===== config.mk =====
export PLATFORM = sky130hd
export DESIGN_NAME = circle_fit_checker_unit
export DESIGN_NICKNAME = d
export VERILOG_FILES = /design/src/rtl/cfc_pkg.sv /design/src/rtl/cfc_cfg.sv /design/src/rtl/cfc_cmpsub.sv /design/src/rtl/cfc_core.sv /design/src/rtl/circle_fit_checker_unit.sv
export VERILOG_INCLUDE_DIRS = /design/src /design/src/rtl
export SDC_FILE = /design/constraint.sdc
export NUM_CORES = 2
export LEC_CHECK = 0
export BUFFER_PORTS_ARGS = -buffer_cell sky130_fd_sc_hd__buf_2
export CORE_MARGIN = 2
export CORE_UTILIZATION = 50
export DETAILED_ROUTE_END_ITERATION = 6
export PLACE_DENSITY = 0.66
export SLEW_MARGIN = 20
export SYNTH_ARGS = -nofsm -noshare
export SYNTH_HDL_FRONTEND = slang
export SYNTH_SLANG_ARGS = --single-unit

===== constraint.sdc =====
create_clock -name clk -period 14.75 [get_ports clk]
set_clock_uncertainty 0.2 [all_clocks]
set_input_delay 0.7375 -clock clk [delete_from_list [all_inputs] [get_ports clk]]
set_output_delay 0.7375 -clock clk [all_outputs]
set_load 0.02 [all_outputs]

===== src/rtl/circle_fit_checker_unit_macros.svh =====
//----------------------------------------------------------------------------
// Circle fit checker assertion macros
// Clocked assertion wrappers used by the core of the unit.
//----------------------------------------------------------------------------
`ifndef CIRCLE_FIT_CHECKER_UNIT_MACROS_SVH
`define CIRCLE_FIT_CHECKER_UNIT_MACROS_SVH
`ifndef NO_ASSERTIONS
// same-cycle implication on clk, muted during rst
`define CFC_ASSERT_IMPL(lbl, ante, cons, msg) \
  lbl: assert property (@(posedge clk) disable iff (rst) (ante) |-> (cons)) \
    else $error(msg);
// next-cycle implication on clk, muted during rst
`define CFC_ASSERT_NEXT(lbl, ante, cons, msg) \
  lbl: assert property (@(posedge clk) disable iff (rst) (ante) |=> (cons)) \
    else $error(msg);
`else
`define CFC_ASSERT_IMPL(lbl, ante, cons, msg)
`define CFC_ASSERT_NEXT(lbl, ante, cons, msg)
`endif
`endif


===== src/rtl/cfc_pkg.sv =====
//----------------------------------------------------------------------------
// Circle fit checker package
// Widths, codes and shared types of the circle fit checker.
//----------------------------------------------------------------------------
package cfc_pkg;

  localparam int COORD_BITS     = 16;
  localparam int MAX_POINTS     = 65535;
  localparam int FRAC_BITS      = 8;

  localparam int MIN_SET_POINTS = 8;
  localparam int REL_FRAC       = 14;
  localparam int MINDEV_FRAC    = 8;
  localparam int REL_BITS       = 16;
  localparam int MINDEV_BITS    = 24;
  localparam int SUM_BITS       = 48;
  localparam int REL_LIMIT_RESET = 1638;

  localparam int C2_BITS       = COORD_BITS + 1;
  localparam int D_BITS        = COORD_BITS + 1;
  localparam int SQ_BITS       = 2 * D_BITS + 1;
  localparam int EXTRA         = FRAC_BITS - 1;
  localparam int RADICAND_BITS = ((SQ_BITS + 2 * EXTRA + 1) / 2) * 2;
  localparam int ROOT_BITS     = RADICAND_BITS / 2;
  localparam int RAD_BITS      = COORD_BITS + FRAC_BITS - 1;
  localparam int MEAN_BITS     = COORD_BITS + FRAC_BITS + 1;
  localparam int CNT_BITS      = $clog2(MAX_POINTS + 2);
  localparam int MUL_BITS      = (COORD_BITS + 2 > REL_BITS) ? COORD_BITS + 2 : REL_BITS;
  localparam int PROD_BITS     = 2 * MUL_BITS;
  localparam int UNIT_BITS     = (ROOT_BITS + 2 > CNT_BITS + 1) ? ROOT_BITS + 2 : CNT_BITS + 1;
  localparam int STEP_BITS     = $clog2((SUM_BITS > ROOT_BITS) ? SUM_BITS : ROOT_BITS);
  localparam int CMP_BITS      = (SUM_BITS + REL_FRAC + 1 > PROD_BITS + FRAC_BITS) ?
                                 SUM_BITS + REL_FRAC + 1 : PROD_BITS + FRAC_BITS;

  localparam int IDX_BITS      = 3;
  localparam int CFG_DATA_BITS = (COORD_BITS > MINDEV_BITS) ? COORD_BITS : MINDEV_BITS;
  localparam int IN_DATA_BITS  = ((2 * COORD_BITS + 7) / 8) * 8;
  localparam int OUT_DATA_BITS = ((2 * C2_BITS + RAD_BITS + MEAN_BITS + 7) / 8) * 8;
  localparam int OUT_USER_BITS = 2;

  typedef enum logic [OUT_USER_BITS-1:0] {
    ST_FIT  = 2'd0,
    ST_OVER = 2'd1,
    ST_FEW  = 2'd2,
    ST_MANY = 2'd3
  } status_t;

  typedef enum logic [IDX_BITS-1:0] {
    REG_LEFT   = 3'd0,
    REG_TOP    = 3'd1,
    REG_RIGHT  = 3'd2,
    REG_BOTTOM = 3'd3,
    REG_REL    = 3'd4,
    REG_MINDEV = 3'd5
  } reg_index_t;

  typedef struct packed {
    logic [C2_BITS-1:0]     cx2;
    logic [C2_BITS-1:0]     cy2;
    logic [C2_BITS-1:0]     span;
    logic                   geom_ok;
    logic [REL_BITS-1:0]    rel_limit;
    logic [MINDEV_BITS-1:0] min_deviation;
  } cfg_t;

  typedef struct packed {
    status_t               status;
    logic [C2_BITS-1:0]    cx2;
    logic [C2_BITS-1:0]    cy2;
    logic [RAD_BITS-1:0]   radius;
    logic [MEAN_BITS-1:0]  mean;
  } res_t;

endpackage


===== src/rtl/cfc_cfg.sv =====
//----------------------------------------------------------------------------
// Circle fit checker configuration registers
// Holds the rectangle and limit registers and derives the circle geometry.
//----------------------------------------------------------------------------
module cfc_cfg (
  input  logic                              clk,
  input  logic                              rst,
  input  logic                              wr_en,
  input  logic [cfc_pkg::IDX_BITS-1:0]      wr_index,
  input  logic [cfc_pkg::CFG_DATA_BITS-1:0] wr_data,
  output cfc_pkg::cfg_t                     cfg
);
  import cfc_pkg::*;

  logic [COORD_BITS-1:0]  rect_left;
  logic [COORD_BITS-1:0]  rect_top;
  logic [COORD_BITS-1:0]  rect_right;
  logic [COORD_BITS-1:0]  rect_bottom;
  logic [REL_BITS-1:0]    rel_limit;
  logic [MINDEV_BITS-1:0] min_deviation;
  logic                   wide_ok;
  logic                   high_ok;
  logic [COORD_BITS-1:0]  w;
  logic [COORD_BITS-1:0]  h;

  always_ff @(posedge clk) begin
    if (rst) begin
      rect_left     <= '0;
      rect_top      <= '0;
      rect_right    <= '0;
      rect_bottom   <= '0;
      rel_limit     <= REL_BITS'(REL_LIMIT_RESET);
      min_deviation <= '0;
    end else if (wr_en) begin
      case (wr_index)
        REG_LEFT:   rect_left     <= wr_data[COORD_BITS-1:0];
        REG_TOP:    rect_top      <= wr_data[COORD_BITS-1:0];
        REG_RIGHT:  rect_right    <= wr_data[COORD_BITS-1:0];
        REG_BOTTOM: rect_bottom   <= wr_data[COORD_BITS-1:0];
        REG_REL:    rel_limit     <= wr_data[REL_BITS-1:0];
        REG_MINDEV: min_deviation <= wr_data[MINDEV_BITS-1:0];
        default: begin
        end
      endcase
    end
  end

  assign wide_ok = {1'b0, rect_right} > ({1'b0, rect_left} + C2_BITS'(1));
  assign high_ok = {1'b0, rect_bottom} > ({1'b0, rect_top} + C2_BITS'(1));
  assign w       = rect_right - rect_left;
  assign h       = rect_bottom - rect_top;

  assign cfg.cx2           = {1'b0, rect_left} + {1'b0, rect_right};
  assign cfg.cy2           = {1'b0, rect_top} + {1'b0, rect_bottom};
  assign cfg.span          = {1'b0, w} + {1'b0, h};
  assign cfg.geom_ok       = wide_ok && high_ok;
  assign cfg.rel_limit     = rel_limit;
  assign cfg.min_deviation = min_deviation;

endmodule


===== src/rtl/cfc_cmpsub.sv =====
//----------------------------------------------------------------------------
// Circle fit checker compare and subtract unit
// Shared trial subtraction of the square root and division steps.
//----------------------------------------------------------------------------
module cfc_cmpsub (
  input  logic [cfc_pkg::UNIT_BITS-1:0] a,
  input  logic [cfc_pkg::UNIT_BITS-1:0] b,
  output logic                          ge,
  output logic [cfc_pkg::UNIT_BITS-1:0] diff
);
  import cfc_pkg::*;

  logic [UNIT_BITS:0] wide_diff;

  assign wide_diff = {1'b0, a} - {1'b0, b};
  assign ge        = !wide_diff[UNIT_BITS];
  assign diff      = wide_diff[UNIT_BITS-1:0];

endmodule


===== src/rtl/cfc_core.sv =====
//----------------------------------------------------------------------------
// Circle fit checker core
// Sequencer with one multiplier and one shared compare and subtract unit:
// squares, digit-serial square root, deviation sum, division and limit test.
//----------------------------------------------------------------------------
`include "circle_fit_checker_unit_macros.svh"

module cfc_core (
  input  logic                           clk,
  input  logic                           rst,
  input  cfc_pkg::cfg_t                  cfg,
  input  logic                           in_valid,
  output logic                           in_ready,
  input  logic [cfc_pkg::COORD_BITS-1:0] in_x,
  input  logic [cfc_pkg::COORD_BITS-1:0] in_y,
  input  logic                           in_last,
  output logic                           res_valid,
  input  logic                           res_ready,
  output cfc_pkg::res_t                  res
);
  import cfc_pkg::*;

  typedef enum logic [9:0] {
    S_IDLE = 10'b0000000001,
    S_SQX  = 10'b0000000010,
    S_SQY  = 10'b0000000100,
    S_SUM  = 10'b0000001000,
    S_ROOT = 10'b0000010000,
    S_DEV  = 10'b0000100000,
    S_ADD  = 10'b0001000000,
    S_LIM  = 10'b0010000000,
    S_DIV  = 10'b0100000000,
    S_CHK  = 10'b1000000000
  } state_t;

  state_t                   state;
  logic                     out_pend;
  logic [D_BITS-1:0]        dx;
  logic [D_BITS-1:0]        dy;
  logic                     last;
  logic [PROD_BITS-1:0]     prod;
  logic [2*D_BITS-1:0]      acc;
  logic [RADICAND_BITS-1:0] radicand;
  logic [ROOT_BITS-1:0]     root;
  logic [UNIT_BITS-1:0]     rem;
  logic [STEP_BITS-1:0]     step;
  logic [ROOT_BITS-1:0]     dev;
  logic [SUM_BITS-1:0]      deviation_sum;
  logic [CNT_BITS-1:0]      points_seen;
  status_t                  status;
  logic [RAD_BITS-1:0]      radius;
  logic [MEAN_BITS-1:0]     mean;

  logic [MUL_BITS-1:0]      mul_a;
  logic [MUL_BITS-1:0]      mul_b;
  logic [PROD_BITS-1:0]     mul_p;
  logic [UNIT_BITS-1:0]     unit_a;
  logic [UNIT_BITS-1:0]     unit_b;
  logic                     unit_ge;
  logic [UNIT_BITS-1:0]     unit_diff;
  logic [SQ_BITS-1:0]       sq_sum;
  logic [RAD_BITS-1:0]      radius_val;
  logic [ROOT_BITS-1:0]     rad_ext;
  logic [SUM_BITS:0]        sum_ext;
  logic                     over_rel;
  logic                     over_min;

  function automatic logic [D_BITS-1:0] absdiff_d(input logic [D_BITS-1:0] a,
                                                  input logic [D_BITS-1:0] b);
    return (a >= b) ? a - b : b - a;
  endfunction

  always_comb begin
    case (state)
      S_SQX: begin
        mul_a = MUL_BITS'(dx);
        mul_b = MUL_BITS'(dx);
      end
      S_SQY: begin
        mul_a = MUL_BITS'(dy);
        mul_b = MUL_BITS'(dy);
      end
      default: begin
        mul_a = MUL_BITS'(cfg.rel_limit);
        mul_b = MUL_BITS'(cfg.span) + MUL_BITS'(2);
      end
    endcase
  end

  assign mul_p = mul_a * mul_b;

  always_comb begin
    if (state == S_ROOT) begin
      unit_a = {rem[UNIT_BITS-3:0], radicand[RADICAND_BITS-1 -: 2]};
      unit_b = UNIT_BITS'({root, 2'b01});
    end else begin
      unit_a = {rem[UNIT_BITS-2:0], deviation_sum[SUM_BITS-1]};
      unit_b = UNIT_BITS'(points_seen);
    end
  end

  cfc_cmpsub u_cmpsub (
    .a    (unit_a),
    .b    (unit_b),
    .ge   (unit_ge),
    .diff (unit_diff)
  );

  assign sq_sum     = {1'b0, acc} + {1'b0, prod[2*D_BITS-1:0]};
  assign radius_val = {cfg.span, {(FRAC_BITS-2){1'b0}}};
  assign rad_ext    = ROOT_BITS'(radius_val);
  assign sum_ext    = {1'b0, deviation_sum} + (SUM_BITS+1)'(dev);
  assign over_rel   = CMP_BITS'({deviation_sum, {(REL_FRAC+1){1'b0}}}) >
                      CMP_BITS'({prod, {FRAC_BITS{1'b0}}});
  assign over_min   = CMP_BITS'({deviation_sum, {MINDEV_FRAC{1'b0}}}) >
                      CMP_BITS'({cfg.min_deviation, {FRAC_BITS{1'b0}}});

  always_ff @(posedge clk) begin
    if (rst) begin
      state         <= S_IDLE;
      out_pend      <= 1'b0;
      step          <= '0;
      deviation_sum <= '0;
      points_seen   <= '0;
    end else begin
      case (state)
        S_IDLE: begin
          if (out_pend) begin
            if (res_ready) begin
              out_pend      <= 1'b0;
              deviation_sum <= '0;
              points_seen   <= '0;
            end
          end else if (in_valid) begin
            dx    <= absdiff_d(cfg.cx2, {in_x, 1'b0});
            dy    <= absdiff_d(cfg.cy2, {in_y, 1'b0});
            last  <= in_last;
            state <= S_SQX;
          end
        end
        S_SQX: begin
          prod  <= mul_p;
          state <= S_SQY;
        end
        S_SQY: begin
          acc   <= prod[2*D_BITS-1:0];
          prod  <= mul_p;
          state <= S_SUM;
        end
        S_SUM: begin
          radicand <= RADICAND_BITS'({sq_sum, {(2*EXTRA){1'b0}}});
          root     <= '0;
          rem      <= '0;
          step     <= '0;
          state    <= S_ROOT;
        end
        S_ROOT: begin
          rem      <= unit_ge ? unit_diff : unit_a;
          root     <= {root[ROOT_BITS-2:0], unit_ge};
          radicand <= radicand << 2;
          step     <= step + 1'b1;
          if (step == STEP_BITS'(ROOT_BITS - 1)) begin
            state <= S_DEV;
          end
        end
        S_DEV: begin
          dev   <= (root >= rad_ext) ? root - rad_ext : rad_ext - root;
          state <= S_ADD;
        end
        S_ADD: begin
          if (cfg.geom_ok) begin
            deviation_sum <= sum_ext[SUM_BITS] ? '1 : sum_ext[SUM_BITS-1:0];
          end
          if (points_seen <= CNT_BITS'(MAX_POINTS)) begin
            points_seen <= points_seen + 1'b1;
          end
          state <= last ? S_LIM : S_IDLE;
        end
        S_LIM: begin
          prod <= mul_p;
          rem  <= '0;
          step <= '0;
          if (points_seen > CNT_BITS'(MAX_POINTS)) begin
            status   <= ST_MANY;
            radius   <= '0;
            mean     <= '0;
            out_pend <= 1'b1;
            state    <= S_IDLE;
          end else if (points_seen < CNT_BITS'(MIN_SET_POINTS) || !cfg.geom_ok) begin
            status   <= ST_FEW;
            radius   <= '0;
            mean     <= '0;
            out_pend <= 1'b1;
            state    <= S_IDLE;
          end else begin
            state <= S_DIV;
          end
        end
        S_DIV: begin
          rem           <= unit_ge ? unit_diff : unit_a;
          deviation_sum <= {deviation_sum[SUM_BITS-2:0], unit_ge};
          step          <= step + 1'b1;
          if (step == STEP_BITS'(SUM_BITS - 1)) begin
            state <= S_CHK;
          end
        end
        S_CHK: begin
          status   <= (over_rel && over_min) ? ST_OVER : ST_FIT;
          radius   <= radius_val;
          mean     <= (|deviation_sum[SUM_BITS-1:MEAN_BITS]) ? '1 :
                      deviation_sum[MEAN_BITS-1:0];
          out_pend <= 1'b1;
          state    <= S_IDLE;
        end
        default: begin
          state <= S_IDLE;
        end
      endcase
    end
  end

  assign in_ready   = (state == S_IDLE) && !out_pend;
  assign res_valid  = out_pend;
  assign res.status = status;
  assign res.cx2    = cfg.cx2;
  assign res.cy2    = cfg.cy2;
  assign res.radius = radius;
  assign res.mean   = mean;

  `CFC_ASSERT_IMPL(a_cnt_bound, 1'b1, points_seen <= CNT_BITS'(MAX_POINTS + 1), "point count past saturation")
  `CFC_ASSERT_NEXT(a_clear_set, res_valid && res_ready, points_seen == '0 && deviation_sum == '0, "set state not cleared after result")
  `CFC_ASSERT_IMPL(a_fail_zero, res_valid && (res.status == ST_FEW || res.status == ST_MANY), res.radius == '0 && res.mean == '0, "failed set reports radius or mean")
  `CFC_ASSERT_IMPL(a_root_steps, state == S_ROOT, step < STEP_BITS'(ROOT_BITS), "square root ran past its digits")

endmodule


===== src/rtl/circle_fit_checker_unit.sv =====
//----------------------------------------------------------------------------
// Circle fit checker unit
// Checks a stream of blob edge points against the circle of the configured
// bounding rectangle and reports centre, radius, mean deviation and status.
//----------------------------------------------------------------------------
// Usage:
//   cfg_*    : register writes, index 0..5 = left, top, right, bottom,
//              rel_limit, min_deviation; always ready; write only when idle.
//   s_axis_* : one edge point per transaction, tlast marks the final point.
//   m_axis_* : one result per point set, issued after the tlast point.
// Points: s_axis_tready is low while a point is processed and while a result
//   is held, so a new point waits for the last: two squares, ROOT_BITS (25)
//   digit steps of the shared compare and subtract unit and the update.
// Result: the tlast point adds a limit product and, for a set that passes the
//   count and geometry tests, SUM_BITS (48) division steps on the same unit
//   and a check; the result then passes through the output register.
// Reset: rst clears the point count, deviation sum and any held result;
//   registers return to zero, rel_limit to 1638.
// Stall: a result is held in the output register while m_axis_tready is low;
//   the core holds its next result, and takes no new point until it is free.
//----------------------------------------------------------------------------
module circle_fit_checker_unit (
  input  logic                                clk,
  input  logic                                rst,
  input  logic                                cfg_valid,
  output logic                                cfg_ready,
  input  logic [cfc_pkg::IDX_BITS-1:0]        cfg_index,
  input  logic [cfc_pkg::CFG_DATA_BITS-1:0]   cfg_data,
  input  logic                                s_axis_tvalid,
  output logic                                s_axis_tready,
  // point_x, point_y
  input  logic [cfc_pkg::IN_DATA_BITS-1:0]    s_axis_tdata,
  input  logic                                s_axis_tlast,
  output logic                                m_axis_tvalid,
  input  logic                                m_axis_tready,
  // center_x2, center_y2, radius_q8, mean_deviation_q8
  output logic [cfc_pkg::OUT_DATA_BITS-1:0]   m_axis_tdata,
  // status
  output logic [cfc_pkg::OUT_USER_BITS-1:0]   m_axis_tuser
);
  import cfc_pkg::*;

  cfg_t cfg;
  res_t core_res;
  res_t out_res;
  logic core_valid;
  logic core_ready;

  assign cfg_ready = 1'b1;

  cfc_cfg u_cfg (
    .clk      (clk),
    .rst      (rst),
    .wr_en    (cfg_valid && cfg_ready),
    .wr_index (cfg_index),
    .wr_data  (cfg_data),
    .cfg      (cfg)
  );

  cfc_core u_core (
    .clk       (clk),
    .rst       (rst),
    .cfg       (cfg),
    .in_valid  (s_axis_tvalid),
    .in_ready  (s_axis_tready),
    .in_x      (s_axis_tdata[COORD_BITS-1:0]),
    .in_y      (s_axis_tdata[2*COORD_BITS-1:COORD_BITS]),
    .in_last   (s_axis_tlast),
    .res_valid (core_valid),
    .res_ready (core_ready),
    .res       (core_res)
  );

  assign core_ready = !m_axis_tvalid || m_axis_tready;

  always_ff @(posedge clk) begin
    if (rst) begin
      m_axis_tvalid <= 1'b0;
    end else if (core_ready) begin
      m_axis_tvalid <= core_valid;
    end
  end

  always_ff @(posedge clk) begin
    if (core_valid && core_ready) begin
      out_res <= core_res;
    end
  end

  assign m_axis_tdata = OUT_DATA_BITS'({out_res.mean, out_res.radius,
                                        out_res.cy2, out_res.cx2});
  assign m_axis_tuser = out_res.status;

endmodule


**After elaboration in Yosys (flattened, before gate mapping)**

Cells that the tools add are included.

- ROM bits: 0
- RAM bits: 0
- Latch bits: 0
- Logic and storage cells: 170
- Memories: 0
- Register bits: 552
- Input bits: 65

- Bitwise gates (word level): 2
- Equal/unequal tests: 26
- Reductions and logical operators: 38
- Shift operators: 0
- Divide/modulo/power cells: 0
- Multiplexer cells: 45
- Add/subtract/negate cells: 19
- Multipliers: 1
- $lt $le $gt $ge: 10

Operators with widths:

| kind | number |
|---|---|
| 48-bit two-way mux | 4 |
| 48-bit one-hot mux with 3 select lines | 1 |
| 25-bit two-way mux | 4 |
| 25-bit one-hot mux with 2 select lines | 2 |
| 50-bit one-hot mux with 2 select lines | 1 |
| 10-bit one-hot mux with 9 select lines | 1 |
| 17-bit two-way mux | 5 |
| 17-bit one-hot mux with 2 select lines | 2 |
| 17-bit subtractor | 4 |
| 63-bit by 44-bit > comparator with 1-bit output | 1 |
| 56-bit by 32-bit > comparator with 1-bit output | 1 |
| 27-bit two-way mux | 2 |
| 26-bit one-hot mux with 2 select lines | 1 |
| 16-bit by 16-bit adder with 17-bit output | 3 |
| 10-bit two-way mux | 5 |
| 48-bit by 25-bit adder with 49-bit output | 1 |
| 23-bit two-way mux | 2 |
| 23-bit one-hot mux with 2 select lines | 1 |
| 18-bit one-hot mux with 2 select lines | 1 |
| 34-bit by 34-bit adder with 35-bit output | 1 |
| 17-bit by 18-bit multiplier with 35-bit output | 1 |
| 16-bit by 1-bit adder with 17-bit output, second input constant | 2 |
| 17-bit greater-or-equal comparator | 2 |
| 16-bit by 17-bit > comparator with 1-bit output | 2 |
| 50 further kinds | 91 |

**Logic depth before layout (Yosys ltp)**

- Depth in word-level cells: 8
- Depth in mapped cells: 45

**Hierarchy**

From an unflattened synthesis, not the netlist that was laid out.

- Cell total of the unflattened synthesis: 5,457
- Area, all modules: 47,456.8 sq um

Modules (own cells, without submodules):

| module | cells each | instances | area an instance (sq um) |
|---|---|---|---|
| cfc_core | 3,928 | 1 | 34,526.9 |
| cfc_cfg | 1,162 | 1 | 8,595.7 |
| circle_fit_checker_unit | 98 | 1 | 2,637.5 |
| cfc_cmpsub | 269 | 1 | 1,696.6 |

**Least setup slack after synthesis**

No wires, ideal clock.

- Kind: register to register
- Start: reg u_cfg.rect_top[0]
- End: reg u_core.prod[32] (data pin)
- Cell stages (with the launch flop): 44
- Clock period less this slack: 10,213 ps
- Arrival time: 9,740 ps
- Setup slack: 4,537 ps
- Cell sequence: dfxtp_1 ha_1 inv_1 fa_1 a21o_1 a21oi_1 o21bai_1 a21oi_1 o21ba_2 o21ai_0 nor2_1 xnor2_1 ha_1 clkbuf_1 a21oi_1 o21ai_1 a22o_1 o41ai_1 [8 not listed] fa_1 fa_1 fa_1 inv_1 fa_1 inv_1 fa_1 inv_1 ha_1 a21o_1 a21o_1 nor3b_1 a21oi_1 a211oi_1 o21ai_0 a211oi_1 mux2i_1 o2111ai_1

RTL lines:

| element | line | RTL |
|---|---|---|
| start: declaration | cfc_cfg.sv:16 | `logic [COORD_BITS-1:0] rect_top;` |
| start signal: assignment | cfc_cfg.sv:37 | `REG_TOP: rect_top <= wr_data[COORD_BITS-1:0];` |
| end signal: assignment | cfc_core.sv:142 | `prod <= mul_p;` |
| end signal: assignment | cfc_core.sv:147 | `prod <= mul_p;` |
| end signal: assignment | cfc_core.sv:180 | `prod <= mul_p;` |
| end: declaration | cfc_core.sv:41 | `logic [PROD_BITS-1:0] prod;` |

==> reports/metrics.csv <==
stage,metric,value,unit
floorplanning,dieHeight,306.1,um
placement,place_hpwl,106500,um
final_layout,layout.nets,6036,
routing,dr_total_vias,37850,
timing,maxSlewHeadroom,26.68,%
global_routing,grt_max_degree,79,
global_routing,track_usage,28.83,%
setup_path,rrSetupSlack,3.06,ns
global_routing,grt_pass1_wl,211200,um
routing,drc,0,
cts,post_cts.repair.setup_buffers,0,
logic_synthesis,syn_area,0.04564,mm2
final_layout,nFillCells,8372,
routing,wl_per_cell,21.00,um
cts,ctsResizeCount,0,
global_routing,antenna_found_initial,2,
timing,final.min_clock_period,11.69,ns
placement,gp_congestion,0.9969,
final_layout,n_antenna_cell,0,
cts,htree_num_levels,2,
cts,root_buffer,clkbuf_16,
routing,dr.pass1.iters,6,
setup_path,arrival,11.89,ns
setup_path,reg2reg_to,u_core.prod[32]$_DFFE_PP_,
logic_synthesis,ys_seq_area_share,30.44,%
cts,cts_tree,built,
logic_synthesis,synth_async_sr_flop_share,0,%
worst_hold_path,hold_class,primary input to flip-flop,
setup_path,cp-start-kind,flip-flop,
setup_path,end_kind,flip-flop,
global_routing,grt_overflow,0,
final_layout,area_growth,8.332,%
routing,drtIter0Drc,3172,
floorplanning,fp.coreArea,0.09029,mm2
logic_synthesis,syn_inst,5216,
floorplanning,die_x,306.1,um
setup_path,r2r_start,u_cfg.rect_right[0]$_SDFFE_PP0P_,
timing,worstMarginPinSlew,1.100,ns
floorplanning,start_util,50.55,%
logic_synthesis,synth_edf_count,338,
run,maxCapViolCount,0,
cts,cts_made_buffers,60,
setup_path,worstPathRequired,14.95,ns
placement,port_buffers,144,
logic_synthesis,post_synth.cell_area_avg,8.750,um2
setup_path,crit_top_cell,fa_1,
worst_hold_path,hold_path.startpoint,s_axis_tlast,
cts,clock_sinks,525,
worst_hold_path,hold_depth,1,
cts,worstSkewPairLatency,0.68,ns
logic_synthesis,synth_cell_type_count,93,
placement,post-place-ws,3.199,ns
timing,fin_ws,3.058,ns
floorplanning,boundaryPins,158,
global_routing,grt_pass1_vias,36530,
run_status,status,completed,
final_layout,drive_above_1_share,6.573,%
logic_synthesis,ys_seq_elements,525,
setup_path,cp_slowest_cell,o41ai_1,
timing,finalSetupViolations,0,
routing,drtAntennaViolNets,0,
cts,path_clk_slew,0.06,ns
setup_path,critPathMaxStageDelay,0.53,ns
timing,timing.final.crit_share,79.27,%
timing,hold_viol_final,0,
logic_synthesis,ys.flop_type,edfxtp_1,
cts,cts_buffer_depth,3,
setup_path,path_class,flip-flop to flip-flop,
worst_hold_path,hold_end,u_core.last$_DFFE_PP_,
timing,report.final.slew_viol_count,0,
setup_path,reg2reg_depth,42,
setup_path,path_max_fanout,10,
routing,wl,136200,um
final_layout,fin_util,54.76,%
floorplanning,num_rows,110,
cts,hold_buffers,0,
routing,drt-vias-per-instance,5.836,
timing,setup-tns-final,0,ns
logic_synthesis,yosys_warnings,0,
timing,timing.fmax,85.53,MHz
floorplanning,die-area,0.09371,mm2
timing,rsz0062_at_grt,false,
timing,hold_slack,0.04774,ns
[worst max-delay path, delay by kind of cell, from the launching register on]
family          cells  cell delay [ns]
buf+inv             5             0.35
fa+ha+maj          10             4.36
compound gates     17             4.05
mux                 2             0.67
simple gates        6             0.90
flops               1             0.35
xor+xnor            2             0.56
[registers in the layout, indices dropped and copies added (netlist names), 24 cells and up]
name / count
u_core.root: 25
u_core.acc: 34
u_core.dev: 25
u_cfg.min_deviation: 24
u_core.radicand: 36
u_core.rem: 26
m_axis_tdata: 76
u_core.prod: 35
u_core.mean: 25
u_core.deviation_sum: 48
[worst max path at each step]
stage / depth (start not counted) / slack [ns] / end / start
2_1_floorplan: 43 / 4.54 / u_core.prod[32]$_DFFE_PP_ / u_cfg.rect_top[0]$_SDFFE_PP0P_
3_3_place_gp: 42 / 3.39 / u_core.prod[32]$_DFFE_PP_ / u_cfg.rect_right[0]$_SDFFE_PP0P_
3_5_place_dp: 42 / 3.20 / u_core.prod[32]$_DFFE_PP_ / u_cfg.rect_right[0]$_SDFFE_PP0P_
4_1_cts: 42 / 3.18 / u_core.prod[32]$_DFFE_PP_ / u_cfg.rect_right[0]$_SDFFE_PP0P_
5_1_grt: 42 / 2.20 / u_core.prod[32]$_DFFE_PP_ / u_cfg.rect_right[0]$_SDFFE_PP0P_
6_report: 42 / 3.06 / u_core.prod[32]$_DFFE_PP_ / u_cfg.rect_right[0]$_SDFFE_PP0P_
[metrics by stage]
| stage | area, um2 | cells |
|---|---|---|
| global placement | 47380 | 6372 |
| global route | 49440 | 6486 |
| floorplan | 45680 | 5228 |
| CTS | 49440 | 6486 |
| finish | 49440 | 6486 |
| detailed placement | 47380 | 6372 |
[cells by family (layout without fill, tap and decap cells)]
group           Yosys count  in the layout  synth area share [%]
fa+ha+maj               713            713                 23.69
mux                      52             52                 1.157
xor+xnor                266            266                 5.105
flops                   525            525                 30.44
buf+inv                 803            885                 6.758
compound gates         1193           1193                 16.47
other cells               2             14               0.01646
simple gates           1662           1662                 16.35
[synthesized netlist by cell type (23+ instances only)]
cell | number | area (um2)
o211ai_1 | 23 | 172.7
and3_1 | 40 | 250.2
a21o_1 | 133 | 998.5
edfxtp_1 | 338 | 10150
inv_1 | 587 | 2203
mux2i_1 | 46 | 460.4
and2_1 | 47 | 294.0
nand2b_1 | 27 | 168.9
nor4_1 | 26 | 162.7
dfxtp_1 | 187 | 3744
fa_1 | 252 | 5045
clkbuf_1 | 179 | 671.9
nor2_1 | 454 | 1704
o21a_1 | 36 | 270.3
a211oi_1 | 56 | 420.4
o21ai_0 | 198 | 991.0
xnor2_1 | 183 | 1603
nor3_1 | 78 | 390.4
or3_1 | 23 | 143.9
nor2b_1 | 41 | 256.5
o21bai_1 | 41 | 307.8
a22oi_1 | 24 | 180.2
ha_1 | 461 | 5768
nand2_1 | 713 | 2676
a31oi_1 | 32 | 200.2
xor2_1 | 83 | 727.0
a21oi_1 | 453 | 2267
nand4_1 | 44 | 275.3
nand3_1 | 85 | 425.4
[area by class of cell]
class	count	area [um2]	share of cell area, %
Clock buffer	77	1637	3.310
Inverter	589	2212	4.474
Timing Repair Buffer	182	1008	2.040
Sequential cell	525	13890	28.10
Clock inverter	37	425.4	0.8605
Multi-Input combinational cell	3900	28790	58.24
Tap cell	1176	1471	2.976
[cells in the final DEF (no fill, tap or decap), types with 133 or more instances in the layout]
cell,instances
nand2_1,713
inv_1,586
ha_1,461
a21oi_1,451
nor2_1,451
edfxtp_1,338
fa_1,252
o21ai_0,197
dfxtp_1,187
xnor2_1,183
buf_2,143
a21o_1,133
[routing by layer]
layer / vias up / part of all wire (%) / global-route usage (%)
li1: 18000 / - / -
met1: 18170 / 44 / 39.33
met2: 1409 / 44 / 45.50
met3: 277 / 7.4 / 4.541
met4: 6 / 4.7 / 12.31
met5: - / 0.11 / 1.085
Power is left out: the tool's default activity adds up to more than one toggle a clock period on the data nets, which glitch-free logic cannot reach.
